**src/hdl/wtg_pkg.sv**
```systemverilog
package wtg_pkg;

   localparam int PHASE_BITS    = 16;
   localparam int STEP_BITS     = 16;
   localparam int SAMPLE_BITS   = 8;
   localparam int CSR_ADDR_BITS = 4;
   localparam int CSR_DATA_BITS = 32;

   localparam logic [1:0] CSR_WAVE_SELECT  = 2'd0;
   localparam logic [1:0] CSR_PHASE_STEP   = 2'd1;
   localparam logic [1:0] CSR_SOUND_ENABLE = 2'd2;

   localparam logic [STEP_BITS-1:0] PHASE_STEP_RESET = STEP_BITS'(100);

   typedef enum logic [1:0] {
      WAVE_SQUARE   = 2'd0,
      WAVE_SINE     = 2'd1,
      WAVE_SAW      = 2'd2,
      WAVE_TRIANGLE = 2'd3
   } wave_type;

   localparam logic [SAMPLE_BITS-1:0] SINE_ROM [256] = '{
      8'd128, 8'd131, 8'd134, 8'd137, 8'd140, 8'd143, 8'd146, 8'd149,
      8'd152, 8'd156, 8'd159, 8'd162, 8'd165, 8'd168, 8'd171, 8'd174,
      8'd176, 8'd179, 8'd182, 8'd185, 8'd188, 8'd191, 8'd193, 8'd196,
      8'd199, 8'd201, 8'd204, 8'd206, 8'd209, 8'd211, 8'd213, 8'd216,
      8'd218, 8'd220, 8'd222, 8'd224, 8'd226, 8'd228, 8'd230, 8'd232,
      8'd234, 8'd236, 8'd237, 8'd239, 8'd240, 8'd242, 8'd243, 8'd245,
      8'd246, 8'd247, 8'd248, 8'd249, 8'd250, 8'd251, 8'd252, 8'd252,
      8'd253, 8'd254, 8'd254, 8'd255, 8'd255, 8'd255, 8'd255, 8'd255,
      8'd255, 8'd255, 8'd255, 8'd255, 8'd255, 8'd255, 8'd254, 8'd254,
      8'd253, 8'd252, 8'd252, 8'd251, 8'd250, 8'd249, 8'd248, 8'd247,
      8'd246, 8'd245, 8'd243, 8'd242, 8'd240, 8'd239, 8'd237, 8'd236,
      8'd234, 8'd232, 8'd230, 8'd228, 8'd226, 8'd224, 8'd222, 8'd220,
      8'd218, 8'd216, 8'd213, 8'd211, 8'd209, 8'd206, 8'd204, 8'd201,
      8'd199, 8'd196, 8'd193, 8'd191, 8'd188, 8'd185, 8'd182, 8'd179,
      8'd176, 8'd174, 8'd171, 8'd168, 8'd165, 8'd162, 8'd159, 8'd156,
      8'd152, 8'd149, 8'd146, 8'd143, 8'd140, 8'd137, 8'd134, 8'd131,
      8'd128, 8'd124, 8'd121, 8'd118, 8'd115, 8'd112, 8'd109, 8'd106,
      8'd103, 8'd99,  8'd96,  8'd93,  8'd90,  8'd87,  8'd84,  8'd81,
      8'd79,  8'd76,  8'd73,  8'd70,  8'd67,  8'd64,  8'd62,  8'd59,
      8'd56,  8'd54,  8'd51,  8'd49,  8'd46,  8'd44,  8'd42,  8'd39,
      8'd37,  8'd35,  8'd33,  8'd31,  8'd29,  8'd27,  8'd25,  8'd23,
      8'd21,  8'd19,  8'd18,  8'd16,  8'd15,  8'd13,  8'd12,  8'd10,
      8'd9,   8'd8,   8'd7,   8'd6,   8'd5,   8'd4,   8'd3,   8'd3,
      8'd2,   8'd1,   8'd1,   8'd0,   8'd0,   8'd0,   8'd0,   8'd0,
      8'd0,   8'd0,   8'd0,   8'd0,   8'd0,   8'd0,   8'd1,   8'd1,
      8'd2,   8'd3,   8'd3,   8'd4,   8'd5,   8'd6,   8'd7,   8'd8,
      8'd9,   8'd10,  8'd12,  8'd13,  8'd15,  8'd16,  8'd18,  8'd19,
      8'd21,  8'd23,  8'd25,  8'd27,  8'd29,  8'd31,  8'd33,  8'd35,
      8'd37,  8'd39,  8'd42,  8'd44,  8'd46,  8'd49,  8'd51,  8'd54,
      8'd56,  8'd59,  8'd62,  8'd64,  8'd67,  8'd70,  8'd73,  8'd76,
      8'd79,  8'd81,  8'd84,  8'd87,  8'd90,  8'd93,  8'd96,  8'd99,
      8'd103, 8'd106, 8'd109, 8'd112, 8'd115, 8'd118, 8'd121, 8'd124
   };

endpackage

```
**src/hdl/wtg_wave_shaper.sv**
```systemverilog
module wtg_wave_shaper (
   input  wtg_pkg::wave_type                  wave_select,
   input  logic [wtg_pkg::SAMPLE_BITS-1:0]    index,
   output logic [wtg_pkg::SAMPLE_BITS-1:0]    sample
);

   logic [wtg_pkg::SAMPLE_BITS-1:0] doubled;

   // Twice the index within its half cycle; the falling half of the
   // triangle is the bitwise complement of this.
   assign doubled = {index[wtg_pkg::SAMPLE_BITS-2:0], 1'b0};

   always_comb begin
      case (wave_select)
         wtg_pkg::WAVE_SQUARE: begin
            sample = index[wtg_pkg::SAMPLE_BITS-1] ? '0 : '1;
         end
         wtg_pkg::WAVE_SINE: begin
            sample = wtg_pkg::SINE_ROM[index];
         end
         wtg_pkg::WAVE_SAW: begin
            sample = index;
         end
         wtg_pkg::WAVE_TRIANGLE: begin
            sample = index[wtg_pkg::SAMPLE_BITS-1] ? ~doubled : doubled;
         end
         default: begin
            sample = '0;
         end
      endcase
   end

endmodule

```
**src/hdl/wavetable_tone_generator.sv**
```systemverilog
// Tone source by direct digital synthesis. Each accepted transaction with tick high,
// while sound is enabled, yields one 8-bit duty sample taken from the top eight
// bits of the phase accumulator through the selected waveform (square, sine,
// sawtooth, triangle); the phase step is then added with wrap. With tick low or
// sound disabled the transaction yields nothing and the phase holds. A transaction
// can be accepted in every cycle; the input stalls only while one sample waits in
// the lookup register behind a stalled sample in the output register. A sample reaches
// the output through the lookup register, which holds the table index, and then the
// output register, which holds the looked-up sample.
// Registers: 0x0 wave_select, 0x4 phase_step, 0x8 sound_enable; write them only
// while no transaction is in flight.
module wavetable_tone_generator (
   input  logic                                 clock,
   input  logic                                 reset,
   input  logic                                 req_valid,
   output logic                                 req_stall,
   input  logic                                 req_tick,
   output logic                                 rsp_valid,
   input  logic                                 rsp_stall,
   output logic [wtg_pkg::SAMPLE_BITS-1:0]      rsp_sample,
   input  logic                                 csr_psel,
   input  logic                                 csr_penable,
   input  logic                                 csr_pwrite,
   input  logic [wtg_pkg::CSR_ADDR_BITS-1:0]    csr_paddr,
   input  logic [wtg_pkg::CSR_DATA_BITS-1:0]    csr_pwdata,
   output logic [wtg_pkg::CSR_DATA_BITS-1:0]    csr_prdata,
   output logic                                 csr_pready
);

   wtg_pkg::wave_type                  wave_select_ff, wave_select_in;
   logic [wtg_pkg::STEP_BITS-1:0]      phase_step_ff, phase_step_in;
   logic                               sound_enable_ff, sound_enable_in;
   logic [wtg_pkg::PHASE_BITS-1:0]     phase_acc_ff, phase_acc_in;
   logic                               lookup_valid_ff, lookup_valid_in;
   logic [wtg_pkg::SAMPLE_BITS-1:0]    lookup_index_ff, lookup_index_in;
   logic                               out_valid_ff, out_valid_in;
   logic [wtg_pkg::SAMPLE_BITS-1:0]    out_sample_ff, out_sample_in;

   logic                               csr_write;
   logic [1:0]                         csr_index;
   logic                               req_accept;
   logic                               make_sample;
   logic                               out_advance;
   logic [wtg_pkg::SAMPLE_BITS-1:0]    shaped_sample;

   assign csr_pready = 1'b1;
   assign csr_write  = csr_psel && csr_penable && csr_pwrite;
   assign csr_index  = csr_paddr[wtg_pkg::CSR_ADDR_BITS-1:2];

   always_comb begin
      wave_select_in  = wave_select_ff;
      phase_step_in   = phase_step_ff;
      sound_enable_in = sound_enable_ff;
      if (csr_write) begin
         case (csr_index)
            wtg_pkg::CSR_WAVE_SELECT: begin
               wave_select_in = wtg_pkg::wave_type'(csr_pwdata[1:0]);
            end
            wtg_pkg::CSR_PHASE_STEP: begin
               phase_step_in = csr_pwdata[wtg_pkg::STEP_BITS-1:0];
            end
            wtg_pkg::CSR_SOUND_ENABLE: begin
               sound_enable_in = csr_pwdata[0];
            end
            default: begin
            end
         endcase
      end
   end

   always_comb begin
      case (csr_index)
         wtg_pkg::CSR_WAVE_SELECT: begin
            csr_prdata = wtg_pkg::CSR_DATA_BITS'(wave_select_ff);
         end
         wtg_pkg::CSR_PHASE_STEP: begin
            csr_prdata = wtg_pkg::CSR_DATA_BITS'(phase_step_ff);
         end
         wtg_pkg::CSR_SOUND_ENABLE: begin
            csr_prdata = wtg_pkg::CSR_DATA_BITS'(sound_enable_ff);
         end
         default: begin
            csr_prdata = '0;
         end
      endcase
   end

   // The output register frees up when it is empty or being taken; the lookup
   // stage moves along with it, so the input only stalls behind a stalled result.
   assign out_advance = !out_valid_ff || !rsp_stall;
   assign req_stall   = lookup_valid_ff && !out_advance;
   assign req_accept  = req_valid && !req_stall;
   assign make_sample = req_accept && req_tick && sound_enable_ff;

   always_comb begin
      phase_acc_in    = phase_acc_ff;
      lookup_valid_in = lookup_valid_ff;
      lookup_index_in = lookup_index_ff;
      if (out_advance) begin
         lookup_valid_in = 1'b0;
      end
      if (make_sample) begin
         lookup_valid_in = 1'b1;
         lookup_index_in = phase_acc_ff[wtg_pkg::PHASE_BITS-1 -: wtg_pkg::SAMPLE_BITS];
         phase_acc_in    = phase_acc_ff + wtg_pkg::PHASE_BITS'(phase_step_ff);
      end
   end

   wtg_wave_shaper u_wave_shaper (
      .wave_select (wave_select_ff),
      .index       (lookup_index_ff),
      .sample      (shaped_sample)
   );

   always_comb begin
      out_valid_in  = out_valid_ff;
      out_sample_in = out_sample_ff;
      if (out_advance) begin
         out_valid_in  = lookup_valid_ff;
         out_sample_in = shaped_sample;
      end
   end

   always_ff @(posedge clock) begin
      if (reset) begin
         wave_select_ff  <= wtg_pkg::WAVE_SQUARE;
         phase_step_ff   <= wtg_pkg::PHASE_STEP_RESET;
         sound_enable_ff <= 1'b1;
         phase_acc_ff    <= '0;
         lookup_valid_ff <= 1'b0;
         out_valid_ff    <= 1'b0;
      end else begin
         wave_select_ff  <= wave_select_in;
         phase_step_ff   <= phase_step_in;
         sound_enable_ff <= sound_enable_in;
         phase_acc_ff    <= phase_acc_in;
         lookup_valid_ff <= lookup_valid_in;
         out_valid_ff    <= out_valid_in;
      end
   end

   always_ff @(posedge clock) begin
      lookup_index_ff <= lookup_index_in;
      out_sample_ff   <= out_sample_in;
   end

   assign rsp_valid  = out_valid_ff;
   assign rsp_sample = out_sample_ff;

endmodule

```
**config.mk**
```make
export PLATFORM = sky130hd
export DESIGN_NAME = wavetable_tone_generator
export DESIGN_NICKNAME = d
export VERILOG_FILES = /design/src/hdl/wtg_pkg.sv /design/src/hdl/wtg_wave_shaper.sv /design/src/hdl/wavetable_tone_generator.sv
export SDC_FILE = /design/constraint.sdc
export NUM_CORES = 1
export LEC_CHECK = 0
export ABC_AREA = 1
export BUFFER_PORTS_ARGS = -buffer_cell sky130_fd_sc_hd__buf_2
export CAP_MARGIN = 25
export CELL_PAD_IN_SITES_DETAIL_PLACEMENT = 1
export CELL_PAD_IN_SITES_GLOBAL_PLACEMENT = 1
export CORE_ASPECT_RATIO = 1.75
export CORE_MARGIN = 5
export CORE_UTILIZATION = 42
export CTS_CLUSTER_DIAMETER = 30
export DETAILED_ROUTE_END_ITERATION = 6
export GPL_TIMING_DRIVEN = 0
export MAX_ROUTING_LAYER = met4
export PLACE_DENSITY = 0.89
export SLEW_MARGIN = 20
export SYNTH_ARGS = -nofsm -noshare
export SYNTH_HDL_FRONTEND = slang
export SYNTH_SLANG_ARGS = --single-unit
```
**constraint.sdc**
```tcl
create_clock -name clock -period 5.8 [get_ports clock]
set_input_delay 0.87 -clock clock [delete_from_list [all_inputs] [get_ports clock]]
set_output_delay 0.87 -clock clock [all_outputs]
set_load 0.02 [all_outputs]
```
==> summary.md, run 1 <==
| Metric | Value |
|---|---|
| CP max-delay cell | edfxtp_1 |
| Final slew viol count | 0 |
| Post-CTS sizing | 0 |
| ANT nets after route | 0 |
| Final worst clock skew | 0.009476 ns |
| Global Route met3 Usage | 0.02227 |
| CORE AREA | 11450 um^2 |
| Most used flip-flop cell after synthesis | dfxtp_1 |
| Routability cong. | 1.009 |
| Status | completed |
| Share of layout cells above drive strength 1 | 0.1290 |
| Inserted Clock Buffers | 5 |
| DRT Pass-1 Iters | 5 |
| Starting Density | 0.4222 |
| Critical R2R Capture | rsp_sample[3]$_DFFE_PP_ |
| Sequential share of the synthesized area | 0.2526 |
| Setup bufs post-CTS | 0 |
| DR vias | 5705 |
| CTS tree | yes |
| Worst hold margin | 0.4707 ns |
| Slew @ Worst Pin | 0.9543 ns |
| PD cells | 199.9 nW/um^2 |
| # hold bufs at CTS | 0 |
| WP data arrival | 3.18 ns |
| Busiest grt layer | met2 |
| Startpoint types | flop |
| Syn_area_per_cell | between 6 and 7 um^2 |
| Leakage | between 2 and 3 nW |
| Critical Path Max Stage Delay | 0.75 ns |
| GRT Overall Usage | 0.2934 |
| Met1 Track Usage GR | 0.2746 |
| Worst hold endpoint | lookup_index_ff[5]$_DFFE_PP_ |
| FF+latch count, synth | 53 |
| Family with the most delay on the worst path | simple AND/OR/NAND/NOR gates |
| ANT cells | 0 |
| Setup_tns | 0 ns |
| Reg-to-reg setup timing slack | 2.65 ns |
| Met2 usage | 0.5461 |
| Placed insts | 995 |
| CP most frequent cell | nand2_1 |
| DP Worst Slack | 2.760 ns |
| Area grow syn2layout | 13.87% |
| R2R depth | 12 |
| WP data required | 5.82 ns |
| Final non-filler cell total | 1003 |
| Hold Vio Cnt, Final | 0 |
| Global route overflow | 0 |
| Class of the worst hold path | flop to flop |
| Top achievable clock speed | 317.2 MHz |
| RSZ-0062 raised after global routing | no |
| Unique masters post-synth | between 40 and 50 |
| VDD IR max | 0.0002592 V |
| MaxCap Viol Count | 0 |
| Post-synth EDFFs | 16 |
| DP Wirelength | 16.12 mm |
| DR DRC count | 0 |
| CP Capture Type | flop |
| Port Buffers | 51 |
| Largest net degree at the start of global routing | 18 |
| Worst path cell trace | inv_1, ha_1, inv_1, nand2_1, nand2_1, a21oi_1, o21ai_0, nand2_1, nand2_1, nand2_1, nand3_1, nand3_1 |
| Die Y | 151.9 um |
| Final period utilization | 0.5436 |
| Reg2reg start | lookup_index_ff[1]$_DFFE_PP_ |
| Fillers | 1640 |
| Max H-tree Level | 2 |
| Vias in the first global route | 5922 |
| Hold depth | 0 |
| Routed wire per std cell | 20.11 um |
| Number of top-level pins | 87 |
| Detailed Route WL | 20.17 mm |
| Die Wd | 91.11 um |
| Hold_sp | phase_acc_ff[13]$_SDFFE_PP0P_ |
| Initial antenna violation count | 0 |
| Num rows | 52 |
| Routed vias/inst | about 5.7 |
| First-pass GRT wire length | roughly 31 mm |
| Clk pin slew, worst setup/hold paths | 0.08 ns |
| CP bufs+invs | 2 |
| Deepest clock path buffer count | 2 |
| Fin crit period | 3.153 ns |
| Util after Layout | 0.4808 |
| Layout net count | 938 |
| Async set-reset flop share out of synthesis | 0 |
| Latest clock arrival within the worst-skew pair | roughly 0.3 ns |
| Synthesized area | 4835 um^2 |
| CTS sink cnt | 53 |
| Mapped Cells | 794 |
| Slew HR | 0.3638 |
| Iter 0 DRT Violations | 363 |
| Yosys warns | 0 |
| Final setup margin | 2.647 ns |
| Clock Root Buffer | clkbuf_16 |
| Final setup viols | 0 |
| Die area | 13840 um^2 |
| Peak fanout along the critical path | 12 |
| Kind of critical path | flop to flop |
## worst max path at each step
stage	start	to	slack [ns]	cells past startpoint
after floorplan	csr_paddr[2]	csr_prdata[10]	3.23	5
after global placement	lookup_index_ff[1]$_DFFE_PP_	rsp_sample[3]$_DFFE_PP_	2.71	12
after detailed placement	csr_paddr[2]	csr_prdata[13]	2.76	7
after CTS	csr_paddr[2]	csr_prdata[13]	2.76	7
after global routing	csr_paddr[2]	csr_prdata[13]	2.60	7
final	lookup_index_ff[1]$_DFFE_PP_	rsp_sample[3]$_DFFE_PP_	2.65	12
## synth_stat cells (all sizes together) (2+ instances only)
library cell	count	area [um^2]
nand2	219	822.0
nand3	98	490.5
nor2	95	371.6
inv	84	315.3
a21oi	59	306.5
o21ai	53	265.3
buf	38	250.2
dfxtp	37	740.7
ha	26	325.3
edfxtp	16	480.5
nand4	11	68.82
clkbuf	10	37.54
o211ai	9	72.57
or2	5	31.28
xor2	5	43.79
nand3b	4	30.03
a21o	3	22.52
a22oi	3	22.52
clkinv	2	7.510
conb	2	7.510
nor3	2	10.01
o21bai	2	15.01
xnor2	2	17.52
## cell type report
| type | count | area (um^2) | area share |
|---|---|---|---|
| Buffer | 48 | 287.8 | 0.05227 |
| Sequential cell | 53 | 1221 | 0.2218 |
| Inverter | 86 | 322.8 | 0.05864 |
| Timing Repair Buffer | 51 | 255.2 | 0.04636 |
| Clock inverter | 3 | 65.06 | 0.01182 |
| Multi-Input combinational cell | 622 | 3059 | 0.5557 |
| Tap cell | 135 | 168.9 | 0.03068 |
| Clock buffer | 5 | 125.1 | 0.02273 |
## routing by layer
layer,up-vias,part of all wire
met3,92,0.030
met4,0,0.076
li1,2726,-
met5,-,0
met2,188,0.55
met1,2699,0.34
## logic make-up (layout without fill, tap and decap cells)
logic type      Yosys count  count (layout)  synth area share
other cells               2              17          0.001553
xor+xnor                  7               7           0.01268
compound gates          136             136            0.1568
simple gates            435             435            0.3786
buf+inv                 134             193            0.1263
fa+ha+maj                27              27           0.07143
flops                    53              53            0.2526
## sequential cells by signal, indices dropped and copies added, names as in the netlist
| register | flops |
|---|---|
| rsp_valid | 1 |
| wave_select_ff | 2 |
| phase_acc_ff | 16 |
| sound_enable_ff | 1 |
| rsp_sample | 8 |
| phase_step_ff | 16 |
| lookup_index_ff | 8 |
| lookup_valid_ff | 1 |
## power breakdown
part	internal (W)	total, W	switching [W]
logic	0.0000917	0.000296	0.000204
clock network	0.000247	0.000388	0.000141
registers	0.000401	0.000417	0.0000160
total	0.000739	0.00110	0.000361
## worst reg2reg max path, delay by kind of cell (launching register included)
kind / cells / cell delay, ns
AOI/OAI and AO/OA: 2 / 0.28
adders and majority gates: 1 / 0.49
buffers and inverters: 2 / 0.59
DFF: 1 / 0.75
and+or+nand+nor: 7 / 0.78
## metrics by stage
step / total power (W) / cell area, um^2
final: 0.001100 / 5505
after global routing: 0.001146 / 5505
after CTS: 0.001100 / 5505
after detailed placement: 0.0007142 / 5315
after global placement: 0.0007093 / 5315
after floorplan: 0.0006184 / 4891
## cells in the final DEF, fill, tap and decap left out, types with 3 or more instances in the layout
master	n
o21ai_0	45
clkbuf_16	5
buf_4	22
nand2_1	219
nor2_2	3
a22oi_1	3
inv_1	80
a21o_1	3
dfxtp_1	37
a21oi_1	58
nor2_1	91
ha_1	26
or2_2	5
o211ai_1	8
buf_2	65
edfxtp_1	16
inv_2	4
clkbuf_1	10
nand3b_1	4
nand3_1	98
xor2_1	5
o21ai_1	8
conb_1	17
nand4_1	11
Note: power is estimated with default switching activity, not from simulation.
==> inputs of run 2 (changes only) <==
--- a/config.mk
+++ b/config.mk
@@ -12,12 +12,12 @@
 export CELL_PAD_IN_SITES_GLOBAL_PLACEMENT = 1
 export CORE_ASPECT_RATIO = 1.75
 export CORE_MARGIN = 5
-export CORE_UTILIZATION = 42
+export CORE_UTILIZATION = 35
 export CTS_CLUSTER_DIAMETER = 30
 export DETAILED_ROUTE_END_ITERATION = 6
 export GPL_TIMING_DRIVEN = 0
 export MAX_ROUTING_LAYER = met4
-export PLACE_DENSITY = 0.89
+export PLACE_DENSITY = 0.8
 export SLEW_MARGIN = 20
 export SYNTH_ARGS = -nofsm -noshare
 export SYNTH_HDL_FRONTEND = slang
==> constraint.sdc (replaced) <==
create_clock -name clock -period 2.7 [get_ports clock]
set_input_delay 0.405 -clock clock [delete_from_list [all_inputs] [get_ports clock]]
set_output_delay 0.405 -clock clock [all_outputs]
set_load 0.02 [all_outputs]
==> run 2 against run 1 <==
Compared with the run above:
- worst hold slack got worse by 0.14 ns
- via count fell by 1.2%
- final area rose by 1.0%
- non-clock buffer count rose by 6
- wire length rose by 3.9%
- first-iteration DRC count fell by 27%
- clock-buffer cell count rose by 2
- sequential share of layout area fell by 0.23 points
- clock power rose by 65%
- highest routed layer unchanged
==> summary.md, run 2 (synthesis results as in run 1) <==
| Metric | Value |
|---|---|
| Status | completed |
| Kind of critical path | flop to flop |
| Latest clock arrival within the worst-skew pair | 0.29 ns |
| Share of layout cells above drive strength 1 | 0.1352 |
| Port Buffers | 51 |
| RSZ-0062 raised after global routing | no |
| ANT nets after route | 0 |
| Slew HR | 0.5266 |
| Clock Root Buffer | clkbuf_16 |
| PD cells | just under 400 nW/um^2 |
| Top achievable clock speed | ~380 MHz |
| CTS tree | yes |
| Area after DPL | 5364 um^2 |
| Area grow syn2layout | 15.06% |
| R2R depth | 12 |
| Clk pin slew, worst setup/hold paths | approximately 0.07 ns |
| Most frequent cells in the layout | nand2_1 (219), nand3_1 (98), nor2_1 (91), inv_1 (78), buf_2 (65) |
| DR DRC count | 0 |
| Deepest clock path buffer count | 2 |
| Fin crit period | 2.621 ns |
| Global route overflow | 0 |
| Part of the power in combinational logic | 0.300 |
| CP Capture Type | flop |
| Number of top-level pins | 87 |
| CORE AREA | between 10000 and 15000 um^2 |
| WP data required | 2.73 ns |
| WP data arrival | between 2 and 3 ns |
| Sw Ratio | 0.3459 |
| Initial antenna violation count | 0 |
| Final worst clock skew | 0.005865 ns |
| CP startpoint | lookup_index_ff[0]$_DFFE_PP_ |
| Iter 0 DRT Violations | 266 |
| Num rows | 56 |
| Startpoint types | flop |
| Reg2reg start | lookup_index_ff[0]$_DFFE_PP_ |
| Routability cong. | approximately 1 |
| Die area | 16360 um^2 |
| P_int | approximately 0.0014 W |
| Starting Density | 0.3575 |
| Placed insts | 1034 |
| Die Y | ~170 um |
| DP Wirelength | around 17 mm |
| MaxCap Viol Count | 0 |
| DR vias | 5639 |
| Die Wd | just under 100 um |
| Final instance area | 5563 um^2 |
| Routed vias/inst | around 5.4 |
| Reg-to-reg setup timing slack | 0.08 ns |
| ANT cells | 0 |
| Layout net count | 944 |
| Fillers | 1874 |
| Detailed Route WL | 20.95 mm |
| # hold bufs at CTS | 0 |
| Worst hold endpoint | phase_step_ff[2]$_SDFFE_PP1P_ |
| VDD IR max | 0.0003817 V |
| Leakage | between 2 and 3 nW |
| Total power | between 0.002 and 0.0025 W |
| Vias in the first global route | 5860 |
| Routed wire per std cell | 20.01 um |
| DRT Pass-1 Iters | 4 |
| Net Switching | between 0.0007 and 0.0008 W |
| Util after Layout | 0.4114 |
| Peak fanout along the critical path | 8 |
| Inserted Clock Buffers | 5 |
| Class of the worst hold path | primary input to flop |
| GRT Overall Usage | 0.2625 |
| Max H-tree Level | 2 |
| Final non-filler cell total | roughly 1000 |
| Hold Vio Cnt, Final | 0 |
| Commonest non-fill, non-tap cell in the layout | nand2_1 |
| Final slew viol count | 0 |
| Hold_sp | csr_pwdata[2] |
| Largest net degree at the start of global routing | 18 |
| Critical R2R Capture | rsp_sample[3]$_DFFE_PP_ |
| Slew @ Worst Pin | 0.7075 ns |
| Sequential share of power | 0.407 |
| Setup_tns | 0 ns |
| CTS sink cnt | 53 |
| Power share of the clock group | 0.293 |
| First-pass GRT wire length | roughly 32 mm |
| Final setup viols | 0 |
| Final period utilization | 0.9709 |
| Largest regs | phase_acc_ff: 16 flops, phase_step_ff: 16 flops |
| Hold depth | 3 |
## run 2: critical path, cell delays in order (launching register included)
cell	delay, ns
edfxtp_1	0.46
clkinvlp_4	0.23
ha_1	0.42
inv_1	0.18
nand2_1	0.09
nand2_1	0.18
a21oi_1	0.06
o21ai_0	0.19
nand2_1	0.14
nand2_1	0.10
nand2_1	0.08
nand3_1	0.16
nand3_1	0.09
## run 2: final cells by class
| type | instances | area [um^2] | share of cell area |
|---|---|---|---|
| Clock buffer | 7 | 142.6 | 0.02564 |
| Timing Repair Buffer | 57 | 304.0 | 0.05466 |
| Buffer | 48 | 287.8 | 0.05173 |
| Multi-Input combinational cell | 622 | 3059 | 0.5499 |
| Tap cell | 174 | 217.7 | 0.03914 |
| Inverter | 86 | 330.3 | 0.05938 |
| Sequential cell | 53 | 1221 | 0.2195 |
## run 2: what timing repair did
item	in CTS	in global routing
buffers inserted	2	3
pin swaps	0	0
gates resized for setup	0	2
endpoints found under the setup margin	5	3
## run 2: how the worst max path moves through the flow
stage | slack [ns] | depth (start not counted) | endpoint
6_report | 0.08 | 12 | rsp_sample[3]$_DFFE_PP_
5_1_grt | 0.02 | 12 | rsp_sample[3]$_DFFE_PP_
4_1_cts | 0.0004 | 12 | rsp_sample[3]$_DFFE_PP_
3_5_place_dp | -0.33 | 12 | rsp_sample[3]$_DFFE_PP_
3_3_place_gp | -0.52 | 12 | rsp_sample[3]$_DFFE_PP_
2_1_floorplan | 0.60 | 13 | rsp_sample[0]$_DFFE_PP_
## run 2: layer usage
layer  GRT usage  up-vias  wire length [um]
li1            -     2725                 -
met2      0.5138      141             11800
met4      0.1858        0              1689
met5           -        -                 0
met1      0.2295     2696              6869
met3     0.02270       77               592
## run 2: stage by stage
stage,hold WS [ns],worst slack (ns)
final,0.3328,0.07865
after global routing,0.3494,0.01919
after CTS,0.3320,0.0004174
after detailed placement,0.4562,-0.3295
after global placement,0.4556,-0.5187
after floorplan,0.4347,0.6010
## run 2: power groups by stage
stage	sequential [W]	clock, W	combinational (W)
after floorplan	0.000911	0	0.000417
after global placement	0.000910	0	0.000629
after detailed placement	0.000912	0	0.000635
after CTS	0.000889	0.000648	0.000646
after global routing	0.000894	0.000685	0.000716
final	0.000889	0.000640	0.000656
==> inputs of run 3 (changes only) <==
--- a/config.mk
+++ b/config.mk
@@ -6,18 +6,17 @@
 export NUM_CORES = 1
 export LEC_CHECK = 0
 export ABC_AREA = 1
-export BUFFER_PORTS_ARGS = -buffer_cell sky130_fd_sc_hd__buf_2
 export CAP_MARGIN = 25
 export CELL_PAD_IN_SITES_DETAIL_PLACEMENT = 1
 export CELL_PAD_IN_SITES_GLOBAL_PLACEMENT = 1
 export CORE_ASPECT_RATIO = 1.75
 export CORE_MARGIN = 5
-export CORE_UTILIZATION = 35
+export CORE_UTILIZATION = 45
 export CTS_CLUSTER_DIAMETER = 30
 export DETAILED_ROUTE_END_ITERATION = 6
+export DONT_BUFFER_PORTS = 1
 export GPL_TIMING_DRIVEN = 0
-export MAX_ROUTING_LAYER = met4
-export PLACE_DENSITY = 0.8
+export PLACE_DENSITY = 0.85
 export SLEW_MARGIN = 20
 export SYNTH_ARGS = -nofsm -noshare
 export SYNTH_HDL_FRONTEND = slang
==> constraint.sdc (replaced) <==
create_clock -name clock -period 2.8 [get_ports clock]
set_input_delay 0.42 -clock clock [delete_from_list [all_inputs] [get_ports clock]]
set_output_delay 0.42 -clock clock [all_outputs]
set_load 0.02 [all_outputs]
==> run 3 against run 2 <==
Compared with the run above:
- die area down 21%
- maximum frequency decreased by 5.8%
- power fell by 2.2%
- sequential share of layout area rose by 1.3 points
- critical path depth unchanged
==> summary.md, run 3 (synthesis results as in run 1) <==
| Metric | Value |
|---|---|
| Hold depth | 2 |
| WP data required | approximately 2.8 ns |
| Total power | ~0.0021 W |
| Routability cong. | 1.029 |
| # hold bufs at CTS | 0 |
| First-pass GRT wire length | 34.30 mm |
| Commonest non-fill, non-tap cell in the layout | nand2_1 |
| Status | completed |
| Largest net degree at the start of global routing | 18 |
| Most frequent cells in the layout | nand2_1 (219), nand3_1 (98), nor2_1 (91), inv_1 (78), a21oi_1 (58) |
| Max H-tree Level | 2 |
| Worst path cell trace | clkinvlp_4, ha_2, inv_1, nand2_1, nand2_1, a21oi_1, o21ai_0, nand2_1, nand2_1, nand2_1, nand3_1, nand3_1 |
| Deepest clock path buffer count | 2 |
| Port Buffers | 0 |
| Inserted Clock Buffers | 5 |
| DR DRC count | 0 |
| Critical Path Max Stage Delay | 0.51 ns |
| DP Worst Slack | -0.3607 ns |
| Layout net count | just under 900 |
| CP Capture Type | flop |
| VDD IR max | 0.0004159 V |
| Number of top-level pins | 87 |
| PD cells | 406.6 nW/um^2 |
| CTS sink cnt | 53 |
| CP most frequent cell | nand2_1 |
| Slew HR | 0.4045 |
| Worst hold endpoint | phase_step_ff[2]$_SDFFE_PP1P_ |
| WP data arrival | 2.81 ns |
| Kind of critical path | flop to flop |
| Global route overflow | 0 |
| Die area | 13000 um^2 |
| Die Wd | 88.36 um |
| Final setup margin | 0.01619 ns |
| Reg area | approximately 1200 um^2 |
| DRT Pass-1 Iters | 5 |
| Final setup viols | 0 |
| Clock Root Buffer | clkbuf_16 |
| Fin crit period | approximately 2.8 ns |
| Fillers | 1498 |
| Slew @ Worst Pin | 0.8899 ns |
| ANT cells | 0 |
| Clk pin slew, worst setup/hold paths | 0.08 ns |
| Class of the worst hold path | primary input to flop |
| Final worst clock skew | 0.01050 ns |
| Final period utilization | 0.9942 |
| ANT nets after route | 0 |
| Top achievable clock speed | 359.2 MHz |
| Routed vias/inst | a little over 6 |
| Final slew viol count | 0 |
| CORE AREA | 10640 um^2 |
| Starting Density | 0.4546 |
| Hold Vio Cnt, Final | 0 |
| Area grow syn2layout | 8.722% |
| R2R depth | 12 |
| Vias in the first global route | approximately 6300 |
| Num rows | 50 |
| Critical R2R Capture | rsp_sample[3]$_DFFE_PP_ |
| DR vias | 5781 |
| Startpoint types | flop |
| Reg2reg start | lookup_index_ff[0]$_DFFE_PP_ |
| Reg-to-reg setup timing slack | 0.02 ns |
| DP Wirelength | 17.20 mm |
| Iter 0 DRT Violations | about 320 |
| Latest clock arrival within the worst-skew pair | 0.30 ns |
| Peak fanout along the critical path | 5 |
| Largest regs | phase_acc_ff: 16 flops, phase_step_ff: 16 flops |
| GRT Overall Usage | 0.3537 |
| Multi-input logic area | 3062 um^2 |
| CP max-delay cell | edfxtp_1 |
| Routed wire per std cell | between 20 and 25 um |
| Detailed Route WL | 22.51 mm |
| CTS tree | yes |
| Leakage | 2.633 nW |
| Die Y | 147.1 um |
| Share of layout cells above drive strength 1 | 0.08516 |
| MaxCap Viol Count | 0 |
| Initial antenna violation count | 0 |
| Hold_sp | csr_pwdata[2] |
[run 3: worst max path at each step]
stage                                  from                 endpoint  slack, ns  depth (start not counted)
2_1_floorplan  lookup_index_ff[1]$_DFFE_PP_  rsp_sample[0]$_DFFE_PP_       0.70                         13
3_3_place_gp   lookup_index_ff[1]$_DFFE_PP_  rsp_sample[3]$_DFFE_PP_      -0.30                         12
3_5_place_dp   lookup_index_ff[1]$_DFFE_PP_  rsp_sample[3]$_DFFE_PP_      -0.36                         12
4_1_cts        lookup_index_ff[0]$_DFFE_PP_  rsp_sample[3]$_DFFE_PP_       0.03                         12
5_1_grt        lookup_index_ff[0]$_DFFE_PP_  rsp_sample[2]$_DFFE_PP_     -0.004                         13
6_report       lookup_index_ff[0]$_DFFE_PP_  rsp_sample[3]$_DFFE_PP_       0.02                         12
[run 3: area by class of cell]
cell class	instances	share of cell area
well taps	130	0.03095
repair buffers	5	0.007141
multi-input cells	622	0.5825
plain buffers	48	0.05499
clock buffers	6	0.02642
flip-flops and latches	53	0.2323
inverters	86	0.06284
clock inverters	2	0.002856
[run 3: worst max-delay path: cells and delay by family (launching register included)]
| family | cells | cell delay, ns |
|---|---|---|
| buffers and inverters | 2 | 0.41 |
| AND/OR/NAND/NOR | 7 | 0.78 |
| flip-flops | 1 | 0.51 |
| adder cells (fa/ha/maj) | 1 | 0.37 |
| AO/OA/AOI/OAI | 2 | 0.45 |
[run 3: power by group]
part / internal (W) / switching (W) / leakage [nW]
logic: 0.000175 / 0.000425 / 2.09
clock network: 0.000361 / 0.000301 / 0.0778
registers: 0.000831 / 0.0000449 / 0.462
[run 3: what timing repair did]
item / CTS / global route
setup buffers: 4 / 1
setup endpoints to repair: 4 / 6
hold endpoints to repair: 0 / 0
resized for setup: 1 / 5
cloned: 0 / 0
[run 3: per-stage QoR]
step	setup TNS (ns)	std cells	util	area (um^2)	hold slack [ns]
floorplan	0	809	-	4891	0.4347
global placement	-0.6444	939	0.4752	5054	0.4425
detailed placement	-0.8828	939	0.4752	5054	0.4605
CTS	0	951	0.4928	5241	0.2493
global route	-0.003743	952	0.4942	5256	0.2745
finish	0	952	0.4942	5256	0.2543
[run 3: routing by layer]
metal,track usage,up-vias,wire (um)
met2,0.6443,288,11840
li1,-,2618,-
met5,0,-,0
met3,0.04658,154,941
met1,0.3153,2721,7037
met4,0.3298,0,2691
